==> src/rtl/core/catmull_rom_point_evaluator_unit_assert.svh <==
// ----------------------------------------------------------------------------
// Catmull-Rom point evaluator assertion macros
// Shared assertion forms, clocked on clk and disabled while rst_n is low.
// ----------------------------------------------------------------------------
`ifndef CATMULL_ROM_POINT_EVALUATOR_UNIT_ASSERT_SVH
`define CATMULL_ROM_POINT_EVALUATOR_UNIT_ASSERT_SVH

// Checks a consequent in the same cycle as its antecedent.
`define CRPE_ASSERT_NOW(lbl, ante, cons, msg) \
  lbl: assert property (@(posedge clk) disable iff (!rst_n) (ante) |-> (cons)) \
    else $error(msg);

// Checks a consequent in the cycle after its antecedent.
`define CRPE_ASSERT_NEXT(lbl, ante, cons, msg) \
  lbl: assert property (@(posedge clk) disable iff (!rst_n) (ante) |=> (cons)) \
    else $error(msg);

`endif

==> src/rtl/core/crpe_pkg.sv <==
// ----------------------------------------------------------------------------
// Catmull-Rom point evaluator package
// Widths, types, register indexes and reset values shared by the block.
// ----------------------------------------------------------------------------
package crpe_pkg;

  localparam int COORD_WIDTH = 16;
  localparam int T_FRAC_BITS = 16;

  localparam int NUM_REGS   = 8;
  localparam int REG_IDX_W  = $clog2(NUM_REGS);
  localparam int CFG_AW     = REG_IDX_W + 2;
  localparam int CFG_DW     = 32;

  localparam int UU_W   = 2 * T_FRAC_BITS;
  localparam int Q_W    = T_FRAC_BITS + 3;
  localparam int PROD_W = COORD_WIDTH + Q_W;
  localparam int PAIR_W = PROD_W + 1;
  localparam int SUM_W  = PROD_W + 2;
  localparam int SHIFT  = T_FRAC_BITS + 1;

  localparam int NUM_STG = 7;

  typedef logic signed [COORD_WIDTH-1:0] coord_t;
  typedef logic        [T_FRAC_BITS-1:0] frac_t;
  typedef logic signed [Q_W-1:0]         q_t;
  typedef logic signed [PROD_W-1:0]      prod_t;
  typedef logic signed [PAIR_W-1:0]      pair_t;
  typedef logic signed [SUM_W-1:0]       sum_t;
  typedef logic        [REG_IDX_W-1:0]   reg_idx_t;

  typedef struct packed {
    logic signed [Q_W-1:0] q0;
    logic signed [Q_W-1:0] q1;
    logic signed [Q_W-1:0] q2;
    logic signed [Q_W-1:0] q3;
  } wgt_t;

  typedef struct packed {
    logic signed [COORD_WIDTH-1:0] p0;
    logic signed [COORD_WIDTH-1:0] p1;
    logic signed [COORD_WIDTH-1:0] p2;
    logic signed [COORD_WIDTH-1:0] p3;
  } axis_pts_t;

  typedef struct packed {
    logic [NUM_STG-1:0] load;
  } pipe_ctrl_t;

  localparam reg_idx_t REG_P0_X = reg_idx_t'(0);
  localparam reg_idx_t REG_P0_Y = reg_idx_t'(1);
  localparam reg_idx_t REG_P1_X = reg_idx_t'(2);
  localparam reg_idx_t REG_P1_Y = reg_idx_t'(3);
  localparam reg_idx_t REG_P2_X = reg_idx_t'(4);
  localparam reg_idx_t REG_P2_Y = reg_idx_t'(5);
  localparam reg_idx_t REG_P3_X = reg_idx_t'(6);
  localparam reg_idx_t REG_P3_Y = reg_idx_t'(7);

  localparam coord_t RESET_PTS [NUM_REGS] = '{
    coord_t'(10),  coord_t'(30),  coord_t'(140), coord_t'(70),
    coord_t'(140), coord_t'(110), coord_t'(40),  coord_t'(50)
  };

  localparam q_t     Q_TWO     = q_t'(64'd1 << SHIFT);
  localparam sum_t   TRUNC_BIAS = sum_t'((64'd1 << SHIFT) - 64'd1);
  localparam coord_t COORD_MAX = coord_t'((64'd1 << (COORD_WIDTH - 1)) - 64'd1);
  localparam coord_t COORD_MIN = coord_t'(64'd1 << (COORD_WIDTH - 1));

endpackage

==> src/rtl/core/crpe_blend.sv <==
// ----------------------------------------------------------------------------
// Catmull-Rom axis blend
// Weights four control coordinates, sums them, then truncates and saturates.
// ----------------------------------------------------------------------------
module crpe_blend (
  input  logic                 clk,
  input  crpe_pkg::pipe_ctrl_t ctrl,
  input  crpe_pkg::wgt_t       wgt,
  input  crpe_pkg::axis_pts_t  pts,
  output crpe_pkg::coord_t     coord
);

  crpe_pkg::prod_t  prod0_r, prod1_r, prod2_r, prod3_r;
  crpe_pkg::pair_t  pair0_r, pair1_r;
  crpe_pkg::sum_t   total_r;
  crpe_pkg::coord_t coord_r;

  crpe_pkg::sum_t   adj;
  crpe_pkg::sum_t   quo;
  crpe_pkg::coord_t coord_nxt;

  always_comb begin
    adj = total_r + (total_r[crpe_pkg::SUM_W-1] ? crpe_pkg::TRUNC_BIAS : '0);
    quo = adj >>> crpe_pkg::SHIFT;
    if (quo > crpe_pkg::sum_t'(crpe_pkg::COORD_MAX)) begin
      coord_nxt = crpe_pkg::COORD_MAX;
    end else if (quo < crpe_pkg::sum_t'(crpe_pkg::COORD_MIN)) begin
      coord_nxt = crpe_pkg::COORD_MIN;
    end else begin
      coord_nxt = crpe_pkg::coord_t'(quo);
    end
  end

  always_ff @(posedge clk) begin
    if (ctrl.load[3]) begin
      prod0_r <= crpe_pkg::prod_t'(pts.p0) * crpe_pkg::prod_t'(wgt.q0);
      prod1_r <= crpe_pkg::prod_t'(pts.p1) * crpe_pkg::prod_t'(wgt.q1);
      prod2_r <= crpe_pkg::prod_t'(pts.p2) * crpe_pkg::prod_t'(wgt.q2);
      prod3_r <= crpe_pkg::prod_t'(pts.p3) * crpe_pkg::prod_t'(wgt.q3);
    end
    if (ctrl.load[4]) begin
      pair0_r <= crpe_pkg::pair_t'(prod0_r) + crpe_pkg::pair_t'(prod1_r);
      pair1_r <= crpe_pkg::pair_t'(prod2_r) + crpe_pkg::pair_t'(prod3_r);
    end
    if (ctrl.load[5]) begin
      total_r <= crpe_pkg::sum_t'(pair0_r) + crpe_pkg::sum_t'(pair1_r);
    end
    if (ctrl.load[6]) begin
      coord_r <= coord_nxt;
    end
  end

  assign coord = coord_r;

endmodule

==> config.mk <==
export PLATFORM = sky130hd
export DESIGN_NAME = crpe_blend
export DESIGN_NICKNAME = d
export VERILOG_FILES = /design/src/rtl/core/catmull_rom_point_evaluator_unit_assert.svh /design/src/rtl/core/crpe_pkg.sv /design/src/rtl/core/crpe_blend.sv
export SDC_FILE = /design/constraint.sdc
export NUM_CORES = 2
export LEC_CHECK = 0
export BUFFER_PORTS_ARGS = -buffer_cell sky130_fd_sc_hd__buf_2
export CAP_MARGIN = 20
export CORE_MARGIN = 3
export CORE_UTILIZATION = 38
export CTS_BUF_LIST = sky130_fd_sc_hd__clkbuf_8
export CTS_CLUSTER_SIZE = 24
export DETAILED_ROUTE_END_ITERATION = 6
export MAX_ROUTING_LAYER = met4
export PLACE_DENSITY = 0.59
export REMOVE_ABC_BUFFERS = 1
export SLEW_MARGIN = 0
export SYNTH_ARGS = -nofsm -noshare
export SYNTH_HDL_FRONTEND = slang
export SYNTH_SLANG_ARGS = --single-unit
==> constraint.sdc <==
create_clock -name clk -period 8.8 [get_ports clk]
set_input_delay 1.76 -clock clk [delete_from_list [all_inputs] [get_ports clk]]
set_output_delay 1.76 -clock clk [all_outputs]
set_load 0.01 [all_outputs]
After elaboration in Yosys (flattened, before gate mapping)

Index checks and enable logic that the tools add are counted.

Output and inout bits: 16
Flip-flop bits (word level): 265
Input port bits: 148
Word-level logic and storage cells: 20

Add/subtract/negate cells: 4
Multiplexer cells: 2
Multiply operators: 4
$lt $le $gt $ge: 2

Operators with widths:

| operator                                                     | count |
|---|---|
| multiplier 16 x 19 -> 35 bit                                 | 4 |
| adder 35 x 35 -> 36 bit                                      | 2 |
| adder 36 x 36 -> 37 bit                                      | 1 |
| adder 37 x 17 -> 37 bit                                      | 1 |
| > comparator 20 x 16 -> 1 bit, second input constant         | 1 |
| less-than comparator 20 x 16 -> 1 bit, second input constant | 1 |
| 2-to-1 mux 17 bit                                            | 1 |
| 2-to-1 mux 16 bit                                            | 1 |

Logic depth before layout (Yosys ltp)

Word-level depth: 4
Gate-level depth with buffers: 24

Least setup slack after synthesis

No wires, ideal clock.

Kind: input to register
From: input port pts[18] in the netlist's numbering
To: register prod2_r[32], data pin
Required time: 8.535 ns
Stages on the path: 21
Path slack: 0.782 ns
Data arrival time: 7.753 ns
Cells stage by stage: clkbuf_1 -> clkbuf_1 -> nand2_1 -> fa_1 -> inv_1 -> fa_1 -> fa_1 -> fa_1 -> fa_1 -> inv_1 -> fa_1 -> inv_1 -> ha_1 -> a22o_1 -> or4_1 -> o22ai_1 -> a21oi_2 -> a211o_1 -> a21o_1 -> and4_1 -> or3_1

Cells in the longest elaborated chain, start to end: 1

Ends and longest elaborated chain:

| what                         | RTL line         | source |
|---|---|---|
| start, declared              | crpe_blend.sv:9  | `input crpe_pkg::axis_pts_t pts,` |
| multiplier 16 x 19 -> 35 bit | crpe_blend.sv:38 | `prod2_r <= crpe_pkg::prod_t'(pts.p2) * crpe_pkg::prod_t'(wgt.q2);` |
| end signal, assigned         | crpe_blend.sv:38 |  |
| end, declared                | crpe_blend.sv:13 | `crpe_pkg::prod_t prod0_r, prod1_r, prod2_r, prod3_r;` |

Every way passes these cells.
A chain may end at the register's enable or synchronous reset.

Worst setup path in the final report

From: input port pts[19] in the netlist's numbering
To: register prod2_r[32], data pin

Same word-level chain as after synthesis.

==> results.sh <==
export IMPL_drt_pass1_iterations=7
export IMPL_floorplan_die_area_um2=159000
export IMPL_nets=7952
export IMPL_ant_nets=0
export IMPL_yosys_top_cells_count="1381 x inv_1, 1219 x fa_1, 664 x nand2_1"
export IMPL_async_flop_share_pct=0
export IMPL_fmax_ghz=0.129
export IMPL_synth_seq_cells=265
export IMPL_area_growth_pct=6.29
export IMPL_multi_input_comb_area_um2=44900
export IMPL_grt_usage_pct=19.0
export IMPL_grt_pass1_wl_um=234000
export IMPL_cp_top_family="adder cells"
export IMPL_grtUsageMet2_pct=32.0
export IMPL_r2r_start="total_r[36]$_DFFE_PP_"
export IMPL_die_x_um=399
export IMPL_cpMostUsedCell="fa_1"
export IMPL_regArea_um2=7960
export IMPL_ff2ff_setup_slack_ps=4700
export IMPL_synth_edf_count=265
export IMPL_clk_pin_slew_ps=60
export IMPL_hpwl_um=118000
export IMPL_fin_cells=8174
export IMPL_yosysTopAreaCell="fa_1"
export IMPL_start_kind="primary input"
export IMPL_tightest_slew_ps=1020
export IMPL_grt_start_max_net_pins=81
export IMPL_ys_top_cells_by_area="fa_1 42%, edfxtp_1 14%, ha_1 10%, inv_1 8.8%, and2_1 6.2%"
export IMPL_max_cap_violations=0
export IMPL_crit_slowest_cell="fa_1"
export IMPL_cts_max_level=2
export IMPL_overflow=0
export IMPL_cp_depth=21
export IMPL_startpoint="pts[19]"
export IMPL_start_util_pct=38.5
export IMPL_vias=40700
export IMPL_drv_slew=0
export IMPL_critPathMaxStageDelay_ps=830
export IMPL_drcViolationCount=0
export IMPL_hold_viol=0
export IMPL_ios=164
export IMPL_io_buffers=160
export IMPL_clk_path_buf_depth=3
export IMPL_r2r_end="coord[0]$_SDFFCE_PN1P_"
export IMPL_numCtsBuffers=44
export IMPL_fp_coreArea_um2=153000
export IMPL_path_cells="buf_2 > nand2_1 > fa_1 > inv_1 > fa_1 > fa_1 > fa_1 > fa_1 > inv_1 > fa_1 > inv_1 > ha_1 > a21o_1 > a21oi_1 > nor2b_1 > o21ai_0 > o21ai_0 > a211o_1 > a21o_1 > and4_1 > or3_1"
export IMPL_busiest_layer="met2"
export IMPL_synthCells=6066
export IMPL_hold_class="flip-flop to flip-flop"
export IMPL_endpoint_kind="flip-flop"
export IMPL_fillers=15200
export IMPL_wl_um=142000
export IMPL_drtIter0Drc=2170
export IMPL_arrival_ps=8060
export IMPL_synth_top_area_share_pct=41.5
export IMPL_tns_ps=0
export IMPL_rsz0062_at_grt="no"
export IMPL_dp_cells=8093
export IMPL_grt_util_met3_pct=1.50
export IMPL_worstSkewPairLatency_ps=620
export IMPL_post_synth_cell_area_avg_um2=9.69
export IMPL_die_y_um=399
export IMPL_ctsHoldBuffers=0
export IMPL_post_route_period_util_pct=87.9
export IMPL_antenna_found_initial=7
export IMPL_path_buf_inv=4
export IMPL_drive_gt1_share_pct=4.36
export IMPL_ff2ff_path_depth=10
export IMPL_clockRootBuffer="clkbuf_8"
export IMPL_clkSinkCount=265
export IMPL_grt_pass1_vias=43700
export IMPL_yosysWarnings=0
export IMPL_setup_viol=0
export IMPL_synth_most_common_cell="inv_1"
export IMPL_gr_usage_met1_pct=25.3
export IMPL_finClkSkew_ps=45.5
export IMPL_post_cts_setup_buffer_count=0
export IMPL_synth_seq_area_share_pct=13.5
export IMPL_std_cell_rows=143
export IMPL_crit_required_ps=9120
export IMPL_status="finished, final reports clean"
export IMPL_wire_per_inst_um=17.4
export IMPL_cts_resized=0
export IMPL_crit_path_end="prod2_r[32]$_DFFE_PP_"
export IMPL_ys_flop_type="edfxtp_1"
export IMPL_viasPerCell=4.98
export IMPL_critical_path_max_fanout=19
export IMPL_cts_tree="built"
export IMPL_relSlewSlack_pct=31.2
export IMPL_critPathKind="primary input to flip-flop"
export IMPL_fin_crit_ps=7740
export IMPL_yosysUniqueCellTypes=82
export IMPL_netlist_area_um2=58800
export IMPL_finish_utilization_pct=40.9
export IMPL_holdWs_ps=561
export IMPL_gp_congestion=0.919
-- per-layer routing --
metal	wire, um	share of wire, %	vias up
met2	70700	50	870
met5	0	0	-
met3	5800	4.1	159
li1	-	-	18600
met1	62900	44	21000
met4	2680	1.9	0
-- logic make-up after synthesis --
family          count (synthesis)  synth area share, %
fa+ha+maj                    1693                 51.6
simple gates                 1652                 13.9
buf+inv                      1566                 10.0
compound gates                633                 7.08
flops                         265                 13.5
xor+xnor                      256                 3.81
mux                             1               0.0170
-- registers in the layout, indices dropped and copies added, names as in the netlist --
| register | count |
|---|---|
| prod0_r | 35 |
| coord | 16 |
| prod2_r | 35 |
| prod3_r | 35 |
| total_r | 37 |
| prod1_r | 35 |
| pair0_r | 36 |
| pair1_r | 36 |
-- worst min path at each step --
stage / start / end / slack (ps) / cells past startpoint
detailed placement: prod3_r[0]$_DFFE_PP_ / pair1_r[0]$_DFFE_PP_ / 540 / 1
floorplan: prod1_r[0]$_DFFE_PP_ / pair0_r[0]$_DFFE_PP_ / 510 / 1
CTS: pair1_r[0]$_DFFE_PP_ / total_r[0]$_DFFE_PP_ / 560 / 1
finish: pair1_r[0]$_DFFE_PP_ / total_r[0]$_DFFE_PP_ / 560 / 1
global route: prod3_r[0]$_DFFE_PP_ / pair1_r[0]$_DFFE_PP_ / 580 / 1
global placement: prod3_r[0]$_DFFE_PP_ / pair1_r[0]$_DFFE_PP_ / 530 / 1
-- cells in the final DEF (no fill, tap or decap), types with 41 or more instances in the layout --
cell type	netlist	layout
clkbuf_8	0	45
nand3_1	41	41
o21ai_0	96	96
xnor2_1	204	204
ha_1	474	474
and2_1	578	578
nand2_1	664	664
inv_1	1381	1388
buf_2	2	159
xor2_1	52	52
nor3_1	45	45
a21oi_1	177	177
fa_1	1219	1219
nor2_1	170	170
a21o_1	97	97
edfxtp_1	265	265
-- area by class of cell --
cell class | instances | share of cell area, %
Clock inverter | 30 | 0.380
Tap cell | 2030 | 4.07
Antenna cell | 4 | 0.0160
Sequential cell | 265 | 12.7
Clock buffer | 45 | 0.991
Inverter | 1381 | 8.30
Timing Repair Buffer | 184 | 1.58
Multi-Input combinational cell | 4235 | 71.9
-- per-stage QoR --
stage / setup WS [ps] / cell area (um2)
after detailed placement: 464 / 61600
after floorplan: 1280 / 58100
after global routing: 780 / 62500
after CTS: 1100 / 62500
final: 1060 / 62500
after global placement: 517 / 61600
Power is left out: the tool's default activity adds up to more than one toggle a clock period on the data nets, which glitch-free logic cannot reach.
