**src/rtl/core/catmull_rom_point_evaluator_unit_assert.svh**
```systemverilog
// ----------------------------------------------------------------------------
// Catmull-Rom point evaluator assertion macros
// Shared assertion forms, clocked on clk and disabled while rst_n is low.
// ----------------------------------------------------------------------------
`ifndef CATMULL_ROM_POINT_EVALUATOR_UNIT_ASSERT_SVH
`define CATMULL_ROM_POINT_EVALUATOR_UNIT_ASSERT_SVH

// Checks a consequent in the same cycle as its antecedent.
`define CRPE_ASSERT_NOW(lbl, ante, cons, msg) \
  lbl: assert property (@(posedge clk) disable iff (!rst_n) (ante) |-> (cons)) \
    else $error(msg);

// Checks a consequent in the cycle after its antecedent.
`define CRPE_ASSERT_NEXT(lbl, ante, cons, msg) \
  lbl: assert property (@(posedge clk) disable iff (!rst_n) (ante) |=> (cons)) \
    else $error(msg);

`endif

```
**src/rtl/core/crpe_pkg.sv**
```systemverilog
// ----------------------------------------------------------------------------
// Catmull-Rom point evaluator package
// Widths, types, register indexes and reset values shared by the block.
// ----------------------------------------------------------------------------
package crpe_pkg;

  localparam int COORD_WIDTH = 16;
  localparam int T_FRAC_BITS = 16;

  localparam int NUM_REGS   = 8;
  localparam int REG_IDX_W  = $clog2(NUM_REGS);
  localparam int CFG_AW     = REG_IDX_W + 2;
  localparam int CFG_DW     = 32;

  localparam int UU_W   = 2 * T_FRAC_BITS;
  localparam int Q_W    = T_FRAC_BITS + 3;
  localparam int PROD_W = COORD_WIDTH + Q_W;
  localparam int PAIR_W = PROD_W + 1;
  localparam int SUM_W  = PROD_W + 2;
  localparam int SHIFT  = T_FRAC_BITS + 1;

  localparam int NUM_STG = 7;

  typedef logic signed [COORD_WIDTH-1:0] coord_t;
  typedef logic        [T_FRAC_BITS-1:0] frac_t;
  typedef logic signed [Q_W-1:0]         q_t;
  typedef logic signed [PROD_W-1:0]      prod_t;
  typedef logic signed [PAIR_W-1:0]      pair_t;
  typedef logic signed [SUM_W-1:0]       sum_t;
  typedef logic        [REG_IDX_W-1:0]   reg_idx_t;

  typedef struct packed {
    logic signed [Q_W-1:0] q0;
    logic signed [Q_W-1:0] q1;
    logic signed [Q_W-1:0] q2;
    logic signed [Q_W-1:0] q3;
  } wgt_t;

  typedef struct packed {
    logic signed [COORD_WIDTH-1:0] p0;
    logic signed [COORD_WIDTH-1:0] p1;
    logic signed [COORD_WIDTH-1:0] p2;
    logic signed [COORD_WIDTH-1:0] p3;
  } axis_pts_t;

  typedef struct packed {
    logic [NUM_STG-1:0] load;
  } pipe_ctrl_t;

  localparam reg_idx_t REG_P0_X = reg_idx_t'(0);
  localparam reg_idx_t REG_P0_Y = reg_idx_t'(1);
  localparam reg_idx_t REG_P1_X = reg_idx_t'(2);
  localparam reg_idx_t REG_P1_Y = reg_idx_t'(3);
  localparam reg_idx_t REG_P2_X = reg_idx_t'(4);
  localparam reg_idx_t REG_P2_Y = reg_idx_t'(5);
  localparam reg_idx_t REG_P3_X = reg_idx_t'(6);
  localparam reg_idx_t REG_P3_Y = reg_idx_t'(7);

  localparam coord_t RESET_PTS [NUM_REGS] = '{
    coord_t'(10),  coord_t'(30),  coord_t'(140), coord_t'(70),
    coord_t'(140), coord_t'(110), coord_t'(40),  coord_t'(50)
  };

  localparam q_t     Q_TWO     = q_t'(64'd1 << SHIFT);
  localparam sum_t   TRUNC_BIAS = sum_t'((64'd1 << SHIFT) - 64'd1);
  localparam coord_t COORD_MAX = coord_t'((64'd1 << (COORD_WIDTH - 1)) - 64'd1);
  localparam coord_t COORD_MIN = coord_t'(64'd1 << (COORD_WIDTH - 1));

endpackage

```
**src/rtl/core/crpe_weights.sv**
```systemverilog
// ----------------------------------------------------------------------------
// Catmull-Rom basis weights
// Three stages: t squared, t cubed, then the four weights scaled by two.
// ----------------------------------------------------------------------------
module crpe_weights (
  input  logic                 clk,
  input  crpe_pkg::pipe_ctrl_t ctrl,
  input  crpe_pkg::frac_t      t_frac,
  output crpe_pkg::wgt_t       wgt
);

  crpe_pkg::frac_t u1_r, tt1_r;
  crpe_pkg::frac_t u2_r, tt2_r, ttt2_r;
  crpe_pkg::wgt_t  wgt_r;

  logic [crpe_pkg::UU_W-1:0] uu;
  logic [crpe_pkg::UU_W-1:0] tuu;
  crpe_pkg::frac_t           tt_nxt;
  crpe_pkg::frac_t           ttt_nxt;
  crpe_pkg::q_t              u_s, tt_s, ttt_s;
  crpe_pkg::wgt_t            wgt_nxt;

  always_comb begin
    uu      = crpe_pkg::UU_W'(t_frac) * crpe_pkg::UU_W'(t_frac);
    tt_nxt  = uu[crpe_pkg::UU_W-1:crpe_pkg::T_FRAC_BITS];
    tuu     = crpe_pkg::UU_W'(tt1_r) * crpe_pkg::UU_W'(u1_r);
    ttt_nxt = tuu[crpe_pkg::UU_W-1:crpe_pkg::T_FRAC_BITS];
  end

  always_comb begin
    u_s   = crpe_pkg::q_t'(u2_r);
    tt_s  = crpe_pkg::q_t'(tt2_r);
    ttt_s = crpe_pkg::q_t'(ttt2_r);
    wgt_nxt.q0 = (tt_s <<< 1) - ttt_s - u_s;
    wgt_nxt.q1 = (ttt_s <<< 1) + ttt_s - (tt_s <<< 2) - tt_s + crpe_pkg::Q_TWO;
    wgt_nxt.q2 = u_s + (tt_s <<< 2) - (ttt_s <<< 1) - ttt_s;
    wgt_nxt.q3 = ttt_s - tt_s;
  end

  always_ff @(posedge clk) begin
    if (ctrl.load[0]) begin
      u1_r  <= t_frac;
      tt1_r <= tt_nxt;
    end
    if (ctrl.load[1]) begin
      u2_r   <= u1_r;
      tt2_r  <= tt1_r;
      ttt2_r <= ttt_nxt;
    end
    if (ctrl.load[2]) begin
      wgt_r <= wgt_nxt;
    end
  end

  assign wgt = wgt_r;

endmodule

```
**config.mk**
```make
export PLATFORM = sky130hd
export DESIGN_NAME = crpe_weights
export DESIGN_NICKNAME = d
export VERILOG_FILES = /design/src/rtl/core/catmull_rom_point_evaluator_unit_assert.svh /design/src/rtl/core/crpe_pkg.sv /design/src/rtl/core/crpe_weights.sv
export SDC_FILE = /design/constraint.sdc
export NUM_CORES = 1
export LEC_CHECK = 0
export BUFFER_PORTS_ARGS = -buffer_cell sky130_fd_sc_hd__clkbuf_2
export CAP_MARGIN = 0
export CORE_MARGIN = 4
export CORE_UTILIZATION = 55
export CTS_CLUSTER_DIAMETER = 40
export DETAILED_ROUTE_END_ITERATION = 6
export HOLD_SLACK_MARGIN = 0.02
export PLACE_DENSITY = 0.77
export SETUP_SLACK_MARGIN = 0.15
export SLEW_MARGIN = 10
export SYNTH_ARGS = -nofsm -noshare
export SYNTH_HDL_FRONTEND = slang
export SYNTH_SLANG_ARGS = --single-unit
```
**constraint.sdc**
```tcl
create_clock -name clk -period 8.6 [get_ports clk]
set_input_delay 2.15 -clock clk [delete_from_list [all_inputs] [get_ports clk]]
set_output_delay 2.15 -clock clk [all_outputs]
set_load 0.01 [all_outputs]
```
# Yosys cells after proc, flatten, opt, wreduce, memory -nomap -nowiden
# Index checks and enable logic that the tools add are counted.
totals:
  regBits: 156
  in_bits: 24
  out_inout_bits: 76
  wordCells: 21
op_classes:
  n_addsub: 10
  multipliers: 2
ops:
  columns: ["cell", "count"]
  rows:
  - ["16-bit by 16-bit multiplier with 32-bit output", 2]
  - ["19-bit by 17-bit subtractor with 19-bit output", 2]
  - ["16-bit by 18-bit adder with 19-bit output", 1]
  - ["19-bit adder, second input constant", 1]
  - ["18-bit by 17-bit subtractor with 19-bit output", 1]
  - ["18-bit by 18-bit subtractor with 19-bit output", 1]
  - ["19-bit by 18-bit subtractor with 19-bit output", 1]
  - ["17-bit by 16-bit adder with 18-bit output", 1]
  - ["17-bit by 16-bit subtractor with 18-bit output", 1]
  - ["16-bit by 16-bit subtractor with 17-bit output", 1]

# Longest topological paths before layout
# Gate-level depths: netlist of the first run.
depth:
  depth_word: 4
  mapped_depth: 25
  ltp_nobuf: 24

# Worst setup path before layout of the first run
# Ideal clock, no wire load.
synth_path:
  path_type: "in2reg"
  start: "in t_frac[14]"
  end: "reg tt1_r[12], data pin"
  setup_time_ns: 0.259
  arrival_time_ns: 7.606
  required_time_ns: 8.341
  slack_ns: 0.735
  stages: 22
  path_buffers: 2
  cell_sequence: "clkbuf_1 > clkbuf_1 > nand2_1 > fa_1 > fa_1 > inv_1 > fa_1 > fa_1 > fa_1 > inv_1 > fa_1 > inv_1 > ha_1 > a211oi_1 > nand2_1 > a21oi_1 > or3b_2 > nor3_1 > nor3_1 > o21bai_1 > a21oi_1 > xnor2_1"
synth_via:
  elab_chain_cells: 1
synth_rtl:
  columns: ["item", "line_no", "rtl"]
  rows:
  - ["start, declared", "crpe_weights.sv:8", "input crpe_pkg::frac_t t_frac,"]
  - ["16-bit by 16-bit multiplier with 32-bit output", "crpe_weights.sv:24", "uu = crpe_pkg::UU_W'(t_frac) * crpe_pkg::UU_W'(t_frac);"]
  - ["named net uu (one bit)", "crpe_weights.sv:16", "logic [crpe_pkg::UU_W-1:0] uu;"]
  - ["end signal, assigned", "crpe_weights.sv:43", "tt1_r <= tt_nxt;"]
  - ["end, declared", "crpe_weights.sv:12", "crpe_pkg::frac_t u1_r, tt1_r;"]
# The timed path passes the listed nets, and every way through them passes these cells.
# A chain may end at the register's enable or synchronous reset.

# Final worst setup path of the first run
layout_path:
  start: "in t_frac[5]"
  end: "reg tt1_r[15], data pin"
# The elaborated chain is that of the path after synthesis.

==> impl_metrics.env, run 1 <==
export IMPL_outcome="finished, final reports clean"
export IMPL_syn_avg_cell_area_sq_um=10.1
export IMPL_dp_final_hpwl_um=41900
export IMPL_start_util=0.560
export IMPL_hold_viol_final=0
export IMPL_startpoint_type="input port"
export IMPL_critical_path_cell_chain="clkbuf_2 > buf_4 > nand2_1 > inv_1 > fa_1 > inv_1 > fa_1 > inv_1 > fa_1 > fa_1 > fa_1 > fa_1 > ha_1 > nand2_1 > nand2_1 > a21oi_1 > or3b_2 > nor3_1 > o2111ai_1 > nand4_1 > o211ai_1 > xnor2_1"
export IMPL_dr_total_vias=16791
export IMPL_maxCapViolations=0
export IMPL_cts_setup_buffers=0
export IMPL_r2r_start="tt1_r[7]$_DFFE_PP_"
export IMPL_yosysTopAreaCell="fa_1"
export IMPL_dieArea_sq_um=47600
export IMPL_grt_usage=0.230
export IMPL_synth_xor_area_share=0.0368
export IMPL_syn_area_sq_um=24300
export IMPL_final_util=0.599
export IMPL_cts_root_buffer="clkbuf_16"
export IMPL_period_needed_ps=7830
export IMPL_ys_flop_type="edfxtp_1"
export IMPL_cpMostUsedCell="fa_1"
export IMPL_die_h_um=218
export IMPL_antenna_found_initial=0
export IMPL_portBuffers=95
export IMPL_grt_pass1_wl_um=88800
export IMPL_synth_area_top_cells="fa_1, edfxtp_1, ha_1"
export IMPL_final_setup_viol_count=0
export IMPL_cts_sinks=152
export IMPL_path_buf_inv=5
export IMPL_min_delay_start="tt1_r[15]$_DFFE_PP_"
export IMPL_yosys_warnings=0
export IMPL_synth_async_reset_ratio=0
export IMPL_tns_ps=0
export IMPL_overflow=0
export IMPL_cts_hold_fix_buffers=0
export IMPL_diodes=0
export IMPL_num_rows=76
export IMPL_ys_seq_area_frac=0.188
export IMPL_yosys_area_share_adder=0.491
export IMPL_cts_buffers_inserted=17
export IMPL_cts_path_max_buffers=2
export IMPL_synth_compound_area_frac=0.0669
export IMPL_min_path_type="reg2reg"
export IMPL_crit_type="in2reg"
export IMPL_synth_mux_area_fraction=0.00211
export IMPL_clock_fmax_mhz=128
export IMPL_tritoncts="done"
export IMPL_dr_first_iter_drc_count=1160
export IMPL_fin_crit_sh=0.910
export IMPL_drt_wl_total_um=52200
export IMPL_worst_pin_slew_ps=1120
export IMPL_die_w_um=218
export IMPL_reg2reg_depth=22
export IMPL_critPathSlowestCell="fa_1"
export IMPL_ys_seq_elements=152
export IMPL_slew_headroom=0.251
export IMPL_synth_nets=3139
export IMPL_synthDistinctLibCells=68
export IMPL_grt_max_degree=73
export IMPL_holdPathEnd="tt2_r[15]$_DFFE_PP_"
export IMPL_rsz0062_at_grt="false"
export IMPL_finalClockSkew_ps=12.9
export IMPL_synth_edff_count=152
export IMPL_clk_latency_ps=430
export IMPL_crit_fanout=14
export IMPL_rr_endpoint="ttt2_r[13]$_DFFE_PP_"
export IMPL_cpPeakStageDelay_ps=560
export IMPL_postRouteAntennaNets=0
export IMPL_synth_top_area_share=0.341
export IMPL_core_area_sq_um=43400
export IMPL_synthCells=2410
export IMPL_viasPerCell=5.44
export IMPL_cp_data_required_time_ps=8780
export IMPL_clk_transition_reported_paths_ps=60
export IMPL_nNetsFinal=3217
export IMPL_drive_above_1_share=0.0660
export IMPL_htreeDepth=4
export IMPL_remaining_drc_errors=0
export IMPL_synth_top_family_by_area="adder cells"
export IMPL_end_kind="flop"
export IMPL_first_pass_iters=5
export IMPL_post_drt_wl_per_cell_um=16.9
export IMPL_cts_resized_gates=0
export IMPL_yosys_area_share_simple=0.121
export IMPL_rrSetupSlack_ps=1500
export IMPL_crit_family="adder cells"
export IMPL_grt_pass1_vias=18612
export IMPL_slew_violations=0
export IMPL_crit_arrival_ps=8000
export IMPL_gp_congestion=0.930
export IMPL_min_path_cells=1
export IMPL_area_growth_pct=6.96
export IMPL_ios=100
[cell usage in the layout (no fill, tap or decap), types with 34 or more instances in the layout]
cell / netlist / final
a21oi_1: 67 / 67
and2_1: 155 / 155
clkbuf_2: 0 / 94
edfxtp_1: 152 / 152
fa_1: 414 / 414
ha_1: 291 / 291
inv_1: 551 / 551
nand2_1: 251 / 251
nor2_1: 85 / 85
o21ai_0: 34 / 34
xnor2_1: 83 / 83
[per-layer routing]
layer | GRT usage | wire length, um | vias to the layer above
met2 | 0.412 | 26800 | 574
li1 | - | - | 7702
met1 | 0.287 | 20800 | 8376
met5 | 0 | 0 | -
met4 | 0.0841 | 1680 | 0
met3 | 0.0302 | 2940 | 139
[synthesized netlist by cell type, drive strengths merged, types with 3 or more instances]
library cell and count:
nand4 6, o41ai 5, inv 551, and3 10
a21oi 70, o211ai 4, and2 155, nand2 251
a311oi 4, a21boi 5, and4 3, o31ai 4
xnor2 83, a21o 31, a2111oi 8, fa 414
o21a 12, a211oi 7, o21ai 41, ha 291
nor2 85, o21bai 7, or3 5, nand3 18
buf 4, or2 7, nor3 25, nand2b 6
a211o 3, a221oi 4, xor2 19, a31oi 6
edfxtp 152, o311ai 3, nand3b 3, clkbuf 51
mux2i 4, nor2b 28, or3b 3
[kinds of logic (layout without fill, tap and decap cells)]
logic type,Yosys count,after routing
adder cells (fa/ha/maj),705,705
AND/OR/NAND/NOR,609,609
XOR/XNOR,102,102
AO/OA/AOI/OAI,231,231
flip-flops,152,152
multiplexers,5,5
buffers and inverters,606,696
[layout make-up]
cell class / count / area (sq um)
multi-input cells: 1652 / 17400
fillers: 3502 / 17400
flip-flops and latches: 152 / 4560
inverters: 551 / 2070
well taps: 585 / 732
repair buffers: 114 / 618
clock buffers: 19 / 433
clock inverters: 12 / 129
[worst max path at each step]
stage	start	end	slack, ps	cells after the start
2_1_floorplan	t_frac[14]	tt1_r[12]$_DFFE_PP_	740	22
3_3_place_gp	t_frac[9]	tt1_r[15]$_DFFE_PP_	450	22
3_5_place_dp	t_frac[5]	tt1_r[15]$_DFFE_PP_	310	22
4_1_cts	t_frac[5]	tt1_r[15]$_DFFE_PP_	760	22
5_1_grt	t_frac[5]	tt1_r[9]$_DFFE_PP_	460	22
6_report	t_frac[5]	tt1_r[15]$_DFFE_PP_	770	22
[metrics by stage]
step	hold WS, ps	worst slack [ps]	cell area [sq um]	cells
after floorplan	506	735	24300	2410
after global placement	711	454	25400	3054
after detailed placement	733	315	25400	3054
after CTS	742	763	26000	3085
after global routing	763	462	26000	3085
final	745	772	26000	3085
[sequential cells by signal, summed over array words and instances (netlist names)]
register  cells
ttt2_r       16
u2_r         16
tt1_r        16
u1_r         16
wgt          72
tt2_r        16
Power of run 1 is not shown: default switching activity piles up to over one toggle a cycle in this logic, so the estimate is an artifact.
==> run 2: changes to the inputs <==
- ABC_AREA: not set -> 1
- CELL_PAD_IN_SITES_DETAIL_PLACEMENT: not set -> 0
- CELL_PAD_IN_SITES_GLOBAL_PLACEMENT: not set -> 1
- CORE_UTILIZATION: 55 -> 50
- PLACE_DENSITY: 0.77 -> 0.89
==> impl_metrics.env, run 2 <==
export IMPL_outcome="finished, final reports clean"
export IMPL_cts_setup_buffers=0
export IMPL_synth_area_top_cells="fa_1, edfxtp_1, ha_1"
export IMPL_syn_avg_cell_area_sq_um=8.22
export IMPL_drt_wl_total_um=61700
export IMPL_synth_xor_area_share=0.0270
export IMPL_min_path_cells=1
export IMPL_nNetsFinal=3987
export IMPL_yosys_area_share_simple=0.166
export IMPL_postRouteAntennaNets=0
export IMPL_remaining_drc_errors=0
export IMPL_reg2reg_depth=19
export IMPL_regArea_sq_um=4560
export IMPL_layout_common_cells="inv_1, nand2_1, fa_1"
export IMPL_post_drt_wl_per_cell_um=15.6
export IMPL_worst_pin_slew_ps=1120
export IMPL_slew_headroom=0.256
export IMPL_synth_async_reset_ratio=0
export IMPL_crit_arrival_ps=7280
export IMPL_whs_ps=743
export IMPL_place_ws_ps=1030
export IMPL_dp_final_hpwl_um=51300
export IMPL_diodes=0
export IMPL_synth_edff_count=152
export IMPL_grt_busiest_layer="met2"
export IMPL_cts_hold_fix_buffers=0
export IMPL_synth_nets=3963
export IMPL_ios=100
export IMPL_first_pass_iters=5
export IMPL_synth_top_area_share=0.312
export IMPL_dr_first_iter_drc_count=1035
export IMPL_crit_type="in2reg"
export IMPL_r2r_start="tt1_r[9]$_DFFE_PP_"
export IMPL_min_delay_start="tt1_r[0]$_DFFE_PP_"
export IMPL_num_rows=84
export IMPL_grt_usage=0.226
export IMPL_cts_root_buffer="clkbuf_16"
export IMPL_synthDistinctLibCells=41
export IMPL_start_util=0.505
export IMPL_tritoncts="done"
export IMPL_use_met1=0.294
export IMPL_antenna_found_initial=0
export IMPL_rsz0062_at_grt="false"
export IMPL_cp_data_required_time_ps=8800
export IMPL_final_common_cell="inv_1"
export IMPL_clock_fmax_mhz=141
export IMPL_ys_flop_type="edfxtp_1"
export IMPL_min_path_type="reg2reg"
export IMPL_synth_most_common_cell="inv_1"
export IMPL_yosysTopAreaCell="fa_1"
export IMPL_largest_reg_flops=72
export IMPL_gp_congestion=0.923
export IMPL_drive_above_1_share=0.0477
export IMPL_dr_total_vias=20057
export IMPL_cts_resized_gates=0
export IMPL_cts_path_max_buffers=2
export IMPL_fin_ws_ps=1510
export IMPL_die_h_um=239
export IMPL_viasPerCell=5.07
export IMPL_cts_buffers_inserted=17
export IMPL_holdPathEnd="tt2_r[0]$_DFFE_PP_"
export IMPL_finalClockSkew_ps=12.7
export IMPL_core_area_sq_um=52700
export IMPL_period_needed_ps=7090
export IMPL_maxCapViolations=0
export IMPL_met2_usage=0.398
export IMPL_tns_ps=0
export IMPL_grtUsageMet3=0.0288
export IMPL_n_fill_cell=4862
export IMPL_synthCells=3234
export IMPL_portBuffers=95
export IMPL_crit_fanout=17
export IMPL_area_growth_pct=5.91
export IMPL_htreeDepth=4
export IMPL_ys_seq_elements=152
export IMPL_end_kind="flop"
export IMPL_yosys_area_share_adder=0.448
export IMPL_dieArea_sq_um=57000
export IMPL_grt_max_degree=73
export IMPL_final_setup_viol_count=0
export IMPL_ys_seq_area_frac=0.172
export IMPL_synth_compound_area_frac=0.0558
export IMPL_synth_top_family_by_area="adder cells"
export IMPL_ys_top_cells_by_count="inv_1, nand2_1, fa_1"
export IMPL_rrSetupSlack_ps=2550
export IMPL_rr_endpoint="ttt2_r[15]$_DFFE_PP_"
export IMPL_multiInputGateArea_sq_um=18600
export IMPL_die_w_um=239
export IMPL_clk_transition_reported_paths_ps=70
export IMPL_grt_pass1_wl_um=104000
export IMPL_hold_viol_final=0
export IMPL_grt_pass1_vias=20900
export IMPL_fin_crit_sh=0.824
export IMPL_overflow=0
export IMPL_startpoint_type="input port"
export IMPL_clk_latency_ps=440
export IMPL_cts_sinks=152
export IMPL_synth_mux_area_fraction=0
export IMPL_syn_area_sq_um=26600
export IMPL_yosys_warnings=0
export IMPL_slew_violations=0
==> run 2: cell count changes after synthesis, sizes merged, moves of 22 or more <==
cell	previous run	this run
xor2	19	54
nand3	18	103
inv	551	830
nor2	85	141
and2	155	1
o21ai	41	68
clkbuf	51	85
nor2b	28	0
a21oi	70	140
a21o	31	9
nand2	251	803
xnor2	83	28
==> run 2: kinds of logic after synthesis <==
logic type                 Yosys count
buffers and inverters              923
xor gates and xnor gates            82
AOI/OAI and AO/OA                  266
adders and majority gates          705
DFF                                152
and+or+nand+nor                   1106
==> run 2: per-stage QoR <==
| step | cells | area (sq um) | utilization |
|---|---|---|---|
| after CTS | 3959 | 28200 | 0.535 |
| after detailed placement | 3927 | 27600 | 0.524 |
| final | 3959 | 28200 | 0.535 |
| after global routing | 3959 | 28200 | 0.535 |
| after floorplan | 3234 | 26600 | - |
| after global placement | 3927 | 27600 | 0.524 |
==> run 2: per-layer routing <==
layer | vias up | wire length, um
li1 | 9819 | -
met1 | 9632 | 26900
met2 | 503 | 30300
met3 | 103 | 2860
met4 | 0 | 1760
met5 | - | 0
==> run 2: worst max path at each step <==
stage,startpoint,cells after the start,slack [ps],end
after detailed placement,t_frac[9],21,1030,tt1_r[13]$_DFFE_PP_
final,t_frac[9],21,1510,tt1_r[13]$_DFFE_PP_
after CTS,t_frac[9],21,1510,tt1_r[13]$_DFFE_PP_
after floorplan,t_frac[13],21,1420,tt1_r[13]$_DFFE_PP_
after global placement,t_frac[9],21,1080,tt1_r[13]$_DFFE_PP_
after global routing,t_frac[3],20,1210,tt1_r[13]$_DFFE_PP_
==> run 2: critical path: stages <==
cell and delay (ps):
clkbuf_2 320, nand2_1 220, inv_1 80, fa_1 530, inv_1 50, fa_1 530, inv_1 60, fa_1 490
inv_1 60, fa_1 530, inv_1 50, fa_1 500, fa_1 420, ha_1 320, nand2_1 110, nor2_1 260
nand2_1 90, o21ai_1 210, nand2_1 150, nand3_1 90, nand2_1 60
==> run 2: area by class of cell <==
type | instances | area share
Multi-Input combinational cell | 2159 | 0.659
Sequential cell | 152 | 0.162
Inverter | 831 | 0.111
Tap cell | 688 | 0.0306
Timing Repair Buffer | 97 | 0.0174
Clock buffer | 18 | 0.0152
Clock inverter | 14 | 0.00546
Power of run 2 is left out for the same reason.
==> run 3: changes to the inputs <==
- clock period: 8.6 -> 7.3 ns (I/O delays scaled with it)
==> impl_metrics.env, run 3 (synthesized netlist as in run 2, its figures left out) <==
export IMPL_dp_final_hpwl_um=54000
export IMPL_cp_data_required_time_ps=7510
export IMPL_cts_buffers_inserted=17
export IMPL_postRouteAntennaNets=0
export IMPL_grt_pass1_wl_um=108000
export IMPL_min_path_type="reg2reg"
export IMPL_crit_fanout=12
export IMPL_die_w_um=239
export IMPL_grt_usage=0.237
export IMPL_routed_top_layer="met4"
export IMPL_grt_max_degree=73
export IMPL_startpoint_type="input port"
export IMPL_tritoncts="done"
export IMPL_area_growth_pct=6.47
export IMPL_portBuffers=95
export IMPL_multiInputGateArea_sq_um=18600
export IMPL_drt_wl_total_um=64200
export IMPL_diodes=0
export IMPL_grt_pass1_vias=21450
export IMPL_num_rows=84
export IMPL_slew_headroom=0.315
export IMPL_outcome="finished, final reports clean"
export IMPL_hold_viol_final=0
export IMPL_cts_root_buffer="clkbuf_16"
export IMPL_cts_sinks=152
export IMPL_cts_path_max_buffers=2
export IMPL_maxCapViolations=0
export IMPL_tns_ps=0
export IMPL_wl_met3_um=3310
export IMPL_cts_resized_gates=0
export IMPL_clk_transition_reported_paths_ps=70
export IMPL_ios=100
export IMPL_cts_setup_buffers=0
export IMPL_dr_first_iter_drc_count=1133
export IMPL_slew_violations=0
export IMPL_remaining_drc_errors=0
export IMPL_clock_fmax_mhz=149
export IMPL_antenna_found_initial=1
export IMPL_post_drt_wl_per_cell_um=16.1
export IMPL_htreeDepth=4
export IMPL_first_pass_iters=6
export IMPL_dr_total_vias=20330
export IMPL_final_common_cell="inv_1"
export IMPL_final_setup_viol_count=0
export IMPL_wl_met2_um=31900
export IMPL_start_util=0.505
export IMPL_end_kind="flop"
export IMPL_fin_crit_sh=0.920
export IMPL_largest_reg_flops=72
export IMPL_layout_common_cells="inv_1, nand2_1, fa_1"
export IMPL_overflow=0
export IMPL_gp_congestion=0.942
export IMPL_rsz0062_at_grt="false"
export IMPL_period_needed_ps=6720
export IMPL_die_h_um=239
export IMPL_finalClockSkew_ps=19.1
export IMPL_drive_above_1_share=0.0540
export IMPL_dieArea_sq_um=57000
export IMPL_met1_length_um=27200
export IMPL_n_fill_cell=4957
export IMPL_nNetsFinal=4011
export IMPL_clk_latency_ps=460
export IMPL_viasPerCell=5.10
export IMPL_crit_arrival_ps=6930
export IMPL_cts_hold_fix_buffers=0
export IMPL_core_area_sq_um=52700
export IMPL_worst_pin_slew_ps=1030
export IMPL_crit_type="in2reg"
export IMPL_regArea_sq_um=4560
run 3: changes by cell type in the layout (fill, tap and decap cells not counted):
| cell | previous run | this run |
|---|---|---|
| buf_4 | 2 | 26 |
| clkbuf_1 | 1 | 2 |
| clkinv_1 | 1 | 2 |
| clkinv_2 | 0 | 2 |
| clkinv_4 | 2 | 1 |
| clkinv_8 | 1 | 0 |
| clkinvlp_4 | 2 | 3 |
| inv_6 | 6 | 5 |
| inv_8 | 2 | 0 |
run 3: area by class of cell:
cell class | count | area share
clock inverter | 13 | 0.00420
multi-input combinational | 2159 | 0.655
clock buffer | 19 | 0.0153
sequential | 152 | 0.161
tap | 688 | 0.0304
inverter | 831 | 0.110
timing repair buffer | 121 | 0.0237
run 3: critical path: stages:
cell and delay (ps):
clkbuf_2 280, nand2_1 200, inv_1 80, fa_1 530, inv_1 50, fa_1 530
inv_1 50, fa_1 520, inv_1 60, fa_1 530, inv_1 50, fa_1 490
fa_1 420, ha_1 320, nand2_1 110, nor2_1 250, nand2_1 90, o21ai_1 220
nand2_1 160, nand3_1 110, nand2_1 60
run 3: final timing paths:
| path | from | endpoint | slack, ps | cells past startpoint |
|---|---|---|---|---|
| max reg2reg | tt1_r[8]$_DFFE_PP_ | ttt2_r[12]$_DFFE_PP_ | 1210 | 19 |
| min | u1_r[11]$_DFFE_PP_ | u2_r[11]$_DFFE_PP_ | 720 | 0 |
| max | t_frac[9] | tt1_r[13]$_DFFE_PP_ | 580 | 21 |
| min reg2reg | u1_r[11]$_DFFE_PP_ | u2_r[11]$_DFFE_PP_ | 720 | 0 |
run 3: per-layer routing:
metal	global-route usage	vias to the layer above
li1	-	9850
met1	0.311	9818
met2	0.418	560
met3	0.0286	102
met4	0.0607	0
met5	0	-
run 3: per-stage QoR:
| stage | util | cell area, sq um | instances | setup WS, ps | hold slack [ps] |
|---|---|---|---|---|---|
| final | 0.538 | 28300 | 3983 | 581 | 721 |
| after global routing | 0.538 | 28300 | 3983 | 326 | 753 |
| after CTS | 0.538 | 28300 | 3983 | 563 | 721 |
| after detailed placement | 0.527 | 27800 | 3951 | 93.5 | 702 |
| after global placement | 0.527 | 27800 | 3951 | 151 | 705 |
| after floorplan | - | 26600 | 3234 | 445 | 424 |
Power of run 3 is left out for the same reason.
